## src/rtl/core/nca_pkg.sv

```systemverilog
`default_nettype none
package nca_pkg;

  localparam int unsigned ENTRIES = 16;

  localparam int unsigned IDX_W = (ENTRIES > 1) ? $clog2(ENTRIES) : 1;
  localparam int unsigned CNT_W = $clog2(ENTRIES + 1);
  localparam int unsigned SUM_W = (CNT_W > 5) ? CNT_W : 5;

  localparam int unsigned KIND_W  = 2;
  localparam int unsigned IP_W    = 32;
  localparam int unsigned MAC_W   = 48;
  localparam int unsigned LIFE_W  = 32;
  localparam int unsigned STAT_W  = 2;
  localparam int unsigned COUNT_W = 5;

  localparam logic [KIND_W-1:0] KIND_PUT    = 2'd0;
  localparam logic [KIND_W-1:0] KIND_LOOKUP = 2'd1;
  localparam logic [KIND_W-1:0] KIND_TICK   = 2'd2;

  localparam logic [STAT_W-1:0] STAT_OK     = 2'd0;
  localparam logic [STAT_W-1:0] STAT_BADARG = 2'd1;
  localparam logic [STAT_W-1:0] STAT_FULL   = 2'd2;
  localparam logic [STAT_W-1:0] STAT_MISS   = 2'd3;

  localparam logic [COUNT_W-1:0] COUNT_MAX = 5'd31;

  typedef enum logic [1:0] {
    OP_PUT,
    OP_LOOKUP,
    OP_TICK,
    OP_NONE
  } op_e;

  typedef struct packed {
    logic              valid;
    logic [IP_W-1:0]   ip;
    logic [MAC_W-1:0]  mac;
    logic [LIFE_W-1:0] life;
  } entry_t;

  typedef struct packed {
    op_e               op;
    logic [IP_W-1:0]   ip;
    logic [MAC_W-1:0]  mac;
    logic [LIFE_W-1:0] life;
    logic [LIFE_W-1:0] elapsed;
  } req_t;

  typedef struct packed {
    logic hit;
    logic free;
  } head_stat_t;

endpackage
`default_nettype wire

```

## src/rtl/core/neighbor_cache_with_aging_top.sv

```systemverilog
// neighbor cache with lifetime aging
//
// input channel: in_valid_i / in_stall_o with kind_i, ip_addr_i, mac_in_i,
// lifetime_secs_i, elapsed_secs_i. kind 0 puts an entry, 1 looks up an
// address, 2 ages all entries by elapsed_secs_i.
// output channel: out_valid_o / out_stall_i with status_o, mac_out_o and
// entry_count_o, one result word for every input word.
//
// the entries sit in a ring of cells that rotates by one slot per cycle
// past a single update unit while a word runs, so each word passes an
// accept step, one full turn of the ring and a finish step, which
// registers the result. the block takes no new word until it is idle.
// a new word is accepted while the previous result still waits in the
// output register; the finish of that next word waits until the result is
// taken, so a stalled receiver holds the block after at most one word.
// reset empties the cache at once and leaves both channels idle.
`default_nettype none
module neighbor_cache_with_aging_top (
  input  wire logic                          clk_i,
  input  wire logic                          rst_ni,
  input  wire logic                          in_valid_i,
  output logic                               in_stall_o,
  input  wire logic [nca_pkg::KIND_W-1:0]    kind_i,
  input  wire logic [nca_pkg::IP_W-1:0]      ip_addr_i,
  input  wire logic [nca_pkg::MAC_W-1:0]     mac_in_i,
  input  wire logic [nca_pkg::LIFE_W-1:0]    lifetime_secs_i,
  input  wire logic [nca_pkg::LIFE_W-1:0]    elapsed_secs_i,
  output logic                               out_valid_o,
  input  wire logic                          out_stall_i,
  output logic [nca_pkg::STAT_W-1:0]         status_o,
  output logic [nca_pkg::MAC_W-1:0]          mac_out_o,
  output logic [nca_pkg::COUNT_W-1:0]        entry_count_o
);
  import nca_pkg::*;

  localparam logic [1:0] S_IDLE = 2'd0;
  localparam logic [1:0] S_RUN  = 2'd1;
  localparam logic [1:0] S_FIN  = 2'd2;

  logic [1:0]       state_q, state_d;
  req_t             req_q, req_d;
  logic             bad_q, bad_d;
  logic [CNT_W-1:0] cnt_q, cnt_d;
  logic [CNT_W-1:0] vcnt_q, vcnt_d;
  logic             matched_q, matched_d;
  logic             have_free_q, have_free_d;
  logic [IDX_W-1:0] free_slot_q, free_slot_d;
  logic [MAC_W-1:0] mac_hit_q, mac_hit_d;

  logic                out_valid_q, out_valid_d;
  logic [STAT_W-1:0]   status_q, status_d;
  logic [MAC_W-1:0]    mac_out_q, mac_out_d;
  logic [COUNT_W-1:0]  count_q, count_d;

  logic       accept;
  logic       shift_en;
  logic       finish;
  logic       fill;
  logic       last;
  entry_t     head_new;
  head_stat_t head_stat;
  entry_t     fill_entry;
  entry_t     cell_q [ENTRIES];
  logic [SUM_W-1:0] fin_cnt;

  assign in_stall_o = (state_q != S_IDLE);
  assign accept     = in_valid_i && !in_stall_o;
  assign shift_en   = (state_q == S_RUN);
  assign last       = (cnt_q == CNT_W'(ENTRIES - 1));
  assign finish     = (state_q == S_FIN) && (!out_valid_q || !out_stall_i);
  assign fill       = finish && (req_q.op == OP_PUT) && !matched_q && have_free_q;

  assign fill_entry.valid = 1'b1;
  assign fill_entry.ip    = req_q.ip;
  assign fill_entry.mac   = req_q.mac;
  assign fill_entry.life  = req_q.life;

  nca_head u_head (
    .req_i     (req_q),
    .entry_i   (cell_q[0]),
    .matched_i (matched_q),
    .entry_o   (head_new),
    .stat_o    (head_stat)
  );

  // ring: each cell takes its upper neighbor, the last cell takes the head result
  for (genvar k = 0; k < ENTRIES; k++) begin : g_cell
    entry_t nb;
    if (k == ENTRIES - 1) begin : g_tail
      assign nb = head_new;
    end else begin : g_mid
      assign nb = cell_q[k+1];
    end
    nca_cell u_cell (
      .clk_i      (clk_i),
      .rst_ni     (rst_ni),
      .shift_en_i (shift_en),
      .shift_i    (nb),
      .wr_en_i    (fill && (free_slot_q == IDX_W'(k))),
      .wr_i       (fill_entry),
      .entry_o    (cell_q[k])
    );
  end

  // decode the word at accept
  always_comb begin
    req_d.ip      = ip_addr_i;
    req_d.mac     = mac_in_i;
    req_d.life    = lifetime_secs_i;
    req_d.elapsed = elapsed_secs_i;
    req_d.op      = OP_NONE;
    bad_d         = 1'b0;
    case (kind_i)
      KIND_PUT: begin
        if (ip_addr_i == '0 || lifetime_secs_i == '0) begin
          bad_d = 1'b1;
        end else begin
          req_d.op = OP_PUT;
        end
      end
      KIND_LOOKUP: begin
        if (ip_addr_i == '0) begin
          bad_d = 1'b1;
        end else begin
          req_d.op = OP_LOOKUP;
        end
      end
      KIND_TICK: begin
        if (elapsed_secs_i != '0) begin
          req_d.op = OP_TICK;
        end
      end
      default: begin
        bad_d = 1'b1;
      end
    endcase
  end

  always_comb begin
    state_d     = state_q;
    cnt_d       = cnt_q;
    vcnt_d      = vcnt_q;
    matched_d   = matched_q;
    have_free_d = have_free_q;
    free_slot_d = free_slot_q;
    mac_hit_d   = mac_hit_q;
    unique case (state_q)
      S_IDLE: begin
        if (accept) begin
          state_d     = S_RUN;
          cnt_d       = '0;
          vcnt_d      = '0;
          matched_d   = 1'b0;
          have_free_d = 1'b0;
          free_slot_d = '0;
        end
      end
      S_RUN: begin
        vcnt_d = vcnt_q + CNT_W'(head_new.valid);
        if (head_stat.hit) begin
          matched_d = 1'b1;
          mac_hit_d = cell_q[0].mac;
        end
        if (!have_free_q && head_stat.free) begin
          have_free_d = 1'b1;
          free_slot_d = cnt_q[IDX_W-1:0];
        end
        cnt_d = cnt_q + CNT_W'(1);
        if (last) begin
          state_d = S_FIN;
        end
      end
      S_FIN: begin
        if (finish) begin
          state_d = S_IDLE;
        end
      end
      default: begin
        state_d = S_IDLE;
      end
    endcase
  end

  assign fin_cnt = SUM_W'(vcnt_q) + SUM_W'(fill);

  always_comb begin
    out_valid_d = out_valid_q && out_stall_i;
    status_d    = status_q;
    mac_out_d   = mac_out_q;
    count_d     = count_q;
    if (finish) begin
      out_valid_d = 1'b1;
      mac_out_d   = '0;
      count_d     = (fin_cnt > SUM_W'(COUNT_MAX)) ? COUNT_MAX : fin_cnt[COUNT_W-1:0];
      if (bad_q) begin
        status_d = STAT_BADARG;
      end else if (req_q.op == OP_PUT) begin
        status_d = (matched_q || have_free_q) ? STAT_OK : STAT_FULL;
      end else if (req_q.op == OP_LOOKUP) begin
        status_d = matched_q ? STAT_OK : STAT_MISS;
        if (matched_q) begin
          mac_out_d = mac_hit_q;
        end
      end else begin
        status_d = STAT_OK;
      end
    end
  end

  always_ff @(posedge clk_i or negedge rst_ni) begin
    if (!rst_ni) begin
      state_q     <= S_IDLE;
      out_valid_q <= 1'b0;
    end else begin
      state_q     <= state_d;
      out_valid_q <= out_valid_d;
    end
  end

  always_ff @(posedge clk_i) begin
    if (accept) begin
      req_q <= req_d;
      bad_q <= bad_d;
    end
    cnt_q       <= cnt_d;
    vcnt_q      <= vcnt_d;
    matched_q   <= matched_d;
    have_free_q <= have_free_d;
    free_slot_q <= free_slot_d;
    mac_hit_q   <= mac_hit_d;
    status_q    <= status_d;
    mac_out_q   <= mac_out_d;
    count_q     <= count_d;
  end

  assign out_valid_o   = out_valid_q;
  assign status_o      = status_q;
  assign mac_out_o     = mac_out_q;
  assign entry_count_o = count_q;

endmodule
`default_nettype wire

```

## src/rtl/core/nca_cell.sv

```systemverilog
`default_nettype none
module nca_cell (
  input  wire logic            clk_i,
  input  wire logic            rst_ni,
  input  wire logic            shift_en_i,
  input  wire nca_pkg::entry_t shift_i,
  input  wire logic            wr_en_i,
  input  wire nca_pkg::entry_t wr_i,
  output nca_pkg::entry_t      entry_o
);
  import nca_pkg::*;

  entry_t entry_q;

  always_ff @(posedge clk_i or negedge rst_ni) begin
    if (!rst_ni) begin
      entry_q <= '0;
    end else if (wr_en_i) begin
      entry_q <= wr_i;
    end else if (shift_en_i) begin
      entry_q <= shift_i;
    end
  end

  assign entry_o = entry_q;

endmodule
`default_nettype wire

```

## src/rtl/core/nca_head.sv

```systemverilog
`default_nettype none
module nca_head (
  input  wire nca_pkg::req_t   req_i,
  input  wire nca_pkg::entry_t entry_i,
  input  wire logic            matched_i,
  output nca_pkg::entry_t      entry_o,
  output nca_pkg::head_stat_t  stat_o
);
  import nca_pkg::*;

  logic ip_eq;

  assign ip_eq = entry_i.valid && (entry_i.ip == req_i.ip);

  always_comb begin
    entry_o     = entry_i;
    stat_o.hit  = 1'b0;
    stat_o.free = !entry_i.valid;
    case (req_i.op)
      OP_PUT: begin
        if (!matched_i && ip_eq) begin
          entry_o.mac  = req_i.mac;
          entry_o.life = req_i.life;
          stat_o.hit   = 1'b1;
        end
      end
      OP_LOOKUP: begin
        stat_o.hit = !matched_i && ip_eq && (entry_i.life != '0);
      end
      OP_TICK: begin
        if (entry_i.valid) begin
          if (entry_i.life <= req_i.elapsed) begin
            entry_o = '0;
          end else begin
            entry_o.life = entry_i.life - req_i.elapsed;
          end
        end
      end
      default: begin
        entry_o = entry_i;
      end
    endcase
  end

endmodule
`default_nettype wire

```

## config.mk

```make
export PLATFORM = sky130hd
export DESIGN_NAME = neighbor_cache_with_aging_top
export DESIGN_NICKNAME = d
export VERILOG_FILES = /design/src/rtl/core/nca_pkg.sv /design/src/rtl/core/neighbor_cache_with_aging_top.sv /design/src/rtl/core/nca_cell.sv /design/src/rtl/core/nca_head.sv
export SDC_FILE = /design/constraint.sdc
export NUM_CORES = 2
export LEC_CHECK = 0
export ABC_AREA = 0
export BUFFER_PORTS_ARGS = -buffer_cell sky130_fd_sc_hd__clkbuf_2
export CORE_UTILIZATION = 62
export DETAILED_ROUTE_END_ITERATION = 8
export GPL_TIMING_DRIVEN = 0
export HOLD_SLACK_MARGIN = 0.08
export PLACE_DENSITY = 0.82
export SETUP_SLACK_MARGIN = 0.3
export SKIP_LAST_GASP = 1
export SLEW_MARGIN = 20
export SYNTH_ARGS = -nofsm -noshare
export SYNTH_HDL_FRONTEND = slang
export SYNTH_SLANG_ARGS = --single-unit
```

## constraint.sdc

```tcl
create_clock -name clk_i -period 6.96 [get_ports clk_i]
set_input_delay 1.392 -clock clk_i [delete_from_list [all_inputs] [get_ports clk_i]]
set_output_delay 1.392 -clock clk_i [all_outputs]
set_load 0.02 [all_outputs]
```

==> summary by stage <==
Synthesis
The sequential cell area fraction in the yosys report is 0.608. Of the total synthesized cell area, the portion taken by full adders, half adders and majority gates is 0.00565. The distinct cell type count of the synthesized netlist is 65. The synthesized-area fraction occupied by and/or/nand/nor cells is 0.169. The most frequently used flop master after synthesis is dfrtp_1. Synthesis produced a netlist whose cell count is 8895. Of the total synthesized cell area, the portion taken by XOR and XNOR cells is 0.00669. The flip-flop and latch count after synthesis is just over 2000. The mean area per synthesized cell is 9.86 sq um. Counting flops with a built-in enable in the synthesized netlist gives 266. The area fraction in compound gates after synthesis is 0.169.

The number of nets in the synthesized netlist is 9084. For this run, asynchronously set or reset flops after synthesis account for 0.872. The cell area after synthesis is around 88000 sq um. Of the post-synthesis cell area, the part taken by muxes is 0.000128. The yosys synthesis warning count is 0. After synthesis, the largest family of logic cells by area is compound AO/OA/AOI/OAI gates.

CTS
The number of hold buffers added after cts is 0. The clock-pin slew of the registers on the worst-case setup and hold paths is ~60 ps. Once the clock tree was built, the setup fixing pass inserted 0 buffers. CTS built an H-tree with a depth of 4.

The root buffer selected by CTS is clkbuf_16. TritonCTS built the clock tree. After clock tree synthesis, the repair step resized 0 gates. The number of clock buffers inserted by TritonCTS is between 200 and 250. For the worst-skew pair, the clock arrives at the later sink with an insertion delay of between 800 and 900 ps. The clock net in this run drives a total of about 2100 sinks. The worst-case clock buffer depth is 3.

STA
The worst clock skew is ~51 ps. The max-slew violation total from the final report was 0. The total negative slack is 0 ps.

The normalized max-slew margin is 0.161. The count of endpoints failing setup in the final report is 0. Of the available clock period, the critical path in the final layout requires 0.716. The maximum frequency from static timing analysis is 201 MHz. The actual transition at the worst max-transition pin is 1240 ps. The hold violation total from the final report is 0. Setup repair after global routing left no endpoint under its margin. The final period demand of the worst path is between 4000 and 5000 ps.

Layout
The sequential cells in the finished layout cover a total of between 50000 and 60000 sq um. The net total in the final layout is about 9600. The fraction of layout cells with a size suffix above 1 is 0.0726.

At the end of the flow the core is filled with cells to 0.715. The finished layout holds about 11000 standard cells, fillers aside. The filler cells instantiated in the layout total roughly 10000. The area growth from synthesis to layout is 14.1%.

In the final layout, the multi-input gates occupy between 30000 and 40000 sq um.

Routing
The first routing iteration left between 10000 and 15000 violations. The number of vias per cell is about 6.6. The detail route stage leaves a number of antenna-violating nets equal to 0. The residual DRC count is 3. The length of the first detailed-routing pass in iterations is 9. The wire length reported by the detailed router is approximately 300 mm. The post-detailed-route wirelength per cell is between 20 and 30 um. Across all layers, the routed design uses roughly 75000 vias.

Global route
The global route total overflow is 0. Entering global routing, the biggest net connects 98 pins. The overall track demand over capacity in global routing is 0.422. The first-pass GRT wire length is roughly 450 mm.

The number of antenna violations at the first check in global routing came to 12. The number of global-route vias before repair is 73500.

Hold path
The cell depth of the worst hold path is 2. The class of the tightest hold or removal check is reg2reg.

Setup path
In this run the worst path has a maximum fanout of 10. At the worst endpoint, the required time is roughly 7700 ps. STA classifies the critical path startpoint as a flip-flop. The path depth of the worst reg2reg path is 11. The critical path class is reg2reg. The worst setup path is captured at a flip-flop.

The endpoint arrival time on the critical path is between 5000 and 6000 ps.

Placement
The placed wire-length estimate after detailed placement is around 220 mm. The count of buffers added on input and output ports is approximately 210. Once placement completed, the tool counted placed cells totaling between 10000 and 15000. The final RePlAce weighted congestion is between 0.9 and 1.

Floorplan
In this run the horizontal extent of the chip is around 380 um. The floorplan step defined a die boundary enclosing between 100000 and 150000 sq um. The number of I/O pins is between 200 and 250. The y dimension of the die is roughly 380 um.

The initialized floorplan defines ~140 standard-cell rows. The region available for standard cell placement spans around 140000 sq um. The starting density of the core is 0.627.

Run
The max-cap violation count is 0.

Pwr
The leakage power is ~51 nW. The post-layout total power is 35.1 mW. The cell area power density is 351 nW/um^2. Across the VDD grid, the largest voltage drop is between 0.3 and 0.4 mV.

Status
The flow ran to the end, but the final reports show violations. The final reports fail on DRC.
-- layer usage --
metal | wire (um) | GRT usage
met1 | 112000 | 0.564
met2 | 129000 | 0.600
met3 | 39600 | 0.135
met4 | 20800 | 0.260
met5 | 229 | 0.00755
-- area by class of cell --
class,instances,area share
Timing Repair Buffer,273,0.0276
Sequential cell,2077,0.533
Buffer,848,0.0331
Clock buffer,313,0.0614
Clock inverter,65,0.00900
Tap cell,1876,0.0235
Antenna cell,27,0.000675
Multi-Input combinational cell,5872,0.308
Inverter,98,0.00375
-- registers in the layout, indices dropped and copies added, names as in the netlist --
| signal | cells |
|---|---|
| bad_q | 1 |
| cnt_q | 5 |
| entry_count_o | 5 |
| fill_entry | 112 |
| free_slot_q | 4 |
| g_cell.u_cell.entry_o | 1808 |
| have_free_q | 1 |
| mac_hit_q | 48 |
| mac_out_o | 48 |
| matched_q | 1 |
| out_valid_o | 1 |
| req_q | 34 |
| state_q | 2 |
| status_o | 2 |
| vcnt_q | 5 |
-- cells in the final DEF (no fill, tap or decap), types with 22 or more instances in the layout --
cell,count
nand4_1,22
and3_1,47
diode_2,27
nand3_1,24
a21oi_1,45
clkbuf_16,209
o21ai_0,56
xor2_1,46
edfxtp_1,266
nor2_1,102
buf_16,59
clkbuf_1,776
clkbuf_8,53
inv_1,96
a22oi_1,1687
a222oi_1,51
and2_1,63
ha_1,38
nor4_1,40
nand2_1,3411
clkbuf_2,254
buf_1,47
dfrtp_1,1811
a221o_1,40
clkinv_2,26
-- cells by family after synthesis --
| group | count (synthesis) |
|---|---|
| multiplexers | 1 |
| AND/OR/NAND/NOR | 3780 |
| buffers and inverters | 946 |
| XOR/XNOR | 67 |
| adder cells (fa/ha/maj) | 39 |
| AO/OA/AOI/OAI | 1985 |
| flip-flops | 2077 |
-- where the power goes --
group | switching, mW | internal [mW]
Combinational | 6.83 | 2.07
Sequential | 0.922 | 13.6
Clock | 5.00 | 6.66
Total | 12.7 | 22.3
-- per-stage QoR --
stage / hold WS [ps] / area, sq um / setup WS (ps)
final: 473 / 100000 / 1980
after detailed placement: 463 / 93000 / 1550
after global routing: 484 / 100000 / 2080
after global placement: 458 / 91100 / -39080
after CTS: 477 / 100000 / 2290
after floorplan: 446 / 87700 / 647
-- critical path, stage by stage (launching register included) --
cell      delay (ps)
dfrtp_1          480
nand2b_1         260
a21oi_4          460
nand3_1          310
inv_1            230
nand3b_1         400
nor2_1           950
nor2_1           460
clkbuf_2         460
clkbuf_1         530
nand2_1          200
nand2_1           70
-- worst paths after layout --
| kind | from | slack, ps | to |
|---|---|---|---|
| max in group asynchronous | rst_ni | 3760 | g_cell[9].u_cell.entry_o[0]$_DFFE_PN0P_ |
| min reg2reg | g_cell[1].u_cell.entry_o[47]$_DFFE_PN0P_ | 470 | g_cell[1].u_cell.entry_o[47]$_DFFE_PN0P_ |
| max | state_q[0]$_DFFE_PN0P_ | 1980 | g_cell[9].u_cell.entry_o[30]$_DFFE_PN0P_ |
| max reg2reg | state_q[0]$_DFFE_PN0P_ | 1980 | g_cell[9].u_cell.entry_o[30]$_DFFE_PN0P_ |
| min in group asynchronous | rst_ni | 550 | g_cell[9].u_cell.entry_o[93]$_DFFE_PN0P_ |
| min | g_cell[1].u_cell.entry_o[47]$_DFFE_PN0P_ | 470 | g_cell[1].u_cell.entry_o[47]$_DFFE_PN0P_ |
-- cells in the mapped netlist, types with 3 or more instances --
| cell | n | area [sq um] |
|---|---|---|
| nand2_1 | 3411 | 12800 |
| dfrtp_1 | 1811 | 45300 |
| a22oi_1 | 1687 | 12700 |
| clkbuf_1 | 773 | 2900 |
| edfxtp_1 | 266 | 7990 |
| nor2_1 | 104 | 390 |
| inv_1 | 97 | 364 |
| and2_1 | 63 | 394 |
| o21ai_0 | 56 | 280 |
| a222oi_1 | 51 | 510 |
| and3_1 | 47 | 294 |
| buf_1 | 47 | 176 |
| a21oi_1 | 46 | 230 |
| xor2_1 | 46 | 403 |
| nor4_1 | 41 | 257 |
| a221o_1 | 40 | 400 |
| ha_1 | 38 | 475 |
| nand3_1 | 24 | 120 |
| nand4_1 | 22 | 138 |
| nor3_1 | 22 | 110 |
| a31oi_1 | 21 | 131 |
| buf_2 | 21 | 105 |
| xnor2_1 | 21 | 184 |
| o22ai_1 | 17 | 106 |
| nor2b_1 | 12 | 75.1 |
| nand2b_1 | 11 | 68.8 |
| o211ai_1 | 10 | 75.1 |
| a21o_1 | 8 | 60.1 |
| o21a_1 | 6 | 45.0 |
| o21bai_1 | 6 | 45.0 |
| or3_1 | 6 | 37.5 |
| nand3b_1 | 5 | 37.5 |
| o221ai_1 | 5 | 43.8 |
| buf_6 | 4 | 45.0 |
| nor3b_1 | 4 | 30.0 |
| o31ai_1 | 4 | 30.0 |
| a211o_1 | 3 | 26.3 |
| a41oi_1 | 3 | 26.3 |
| buf_4 | 3 | 22.5 |
No activity file was read; power rests on OpenSTA's default activity.
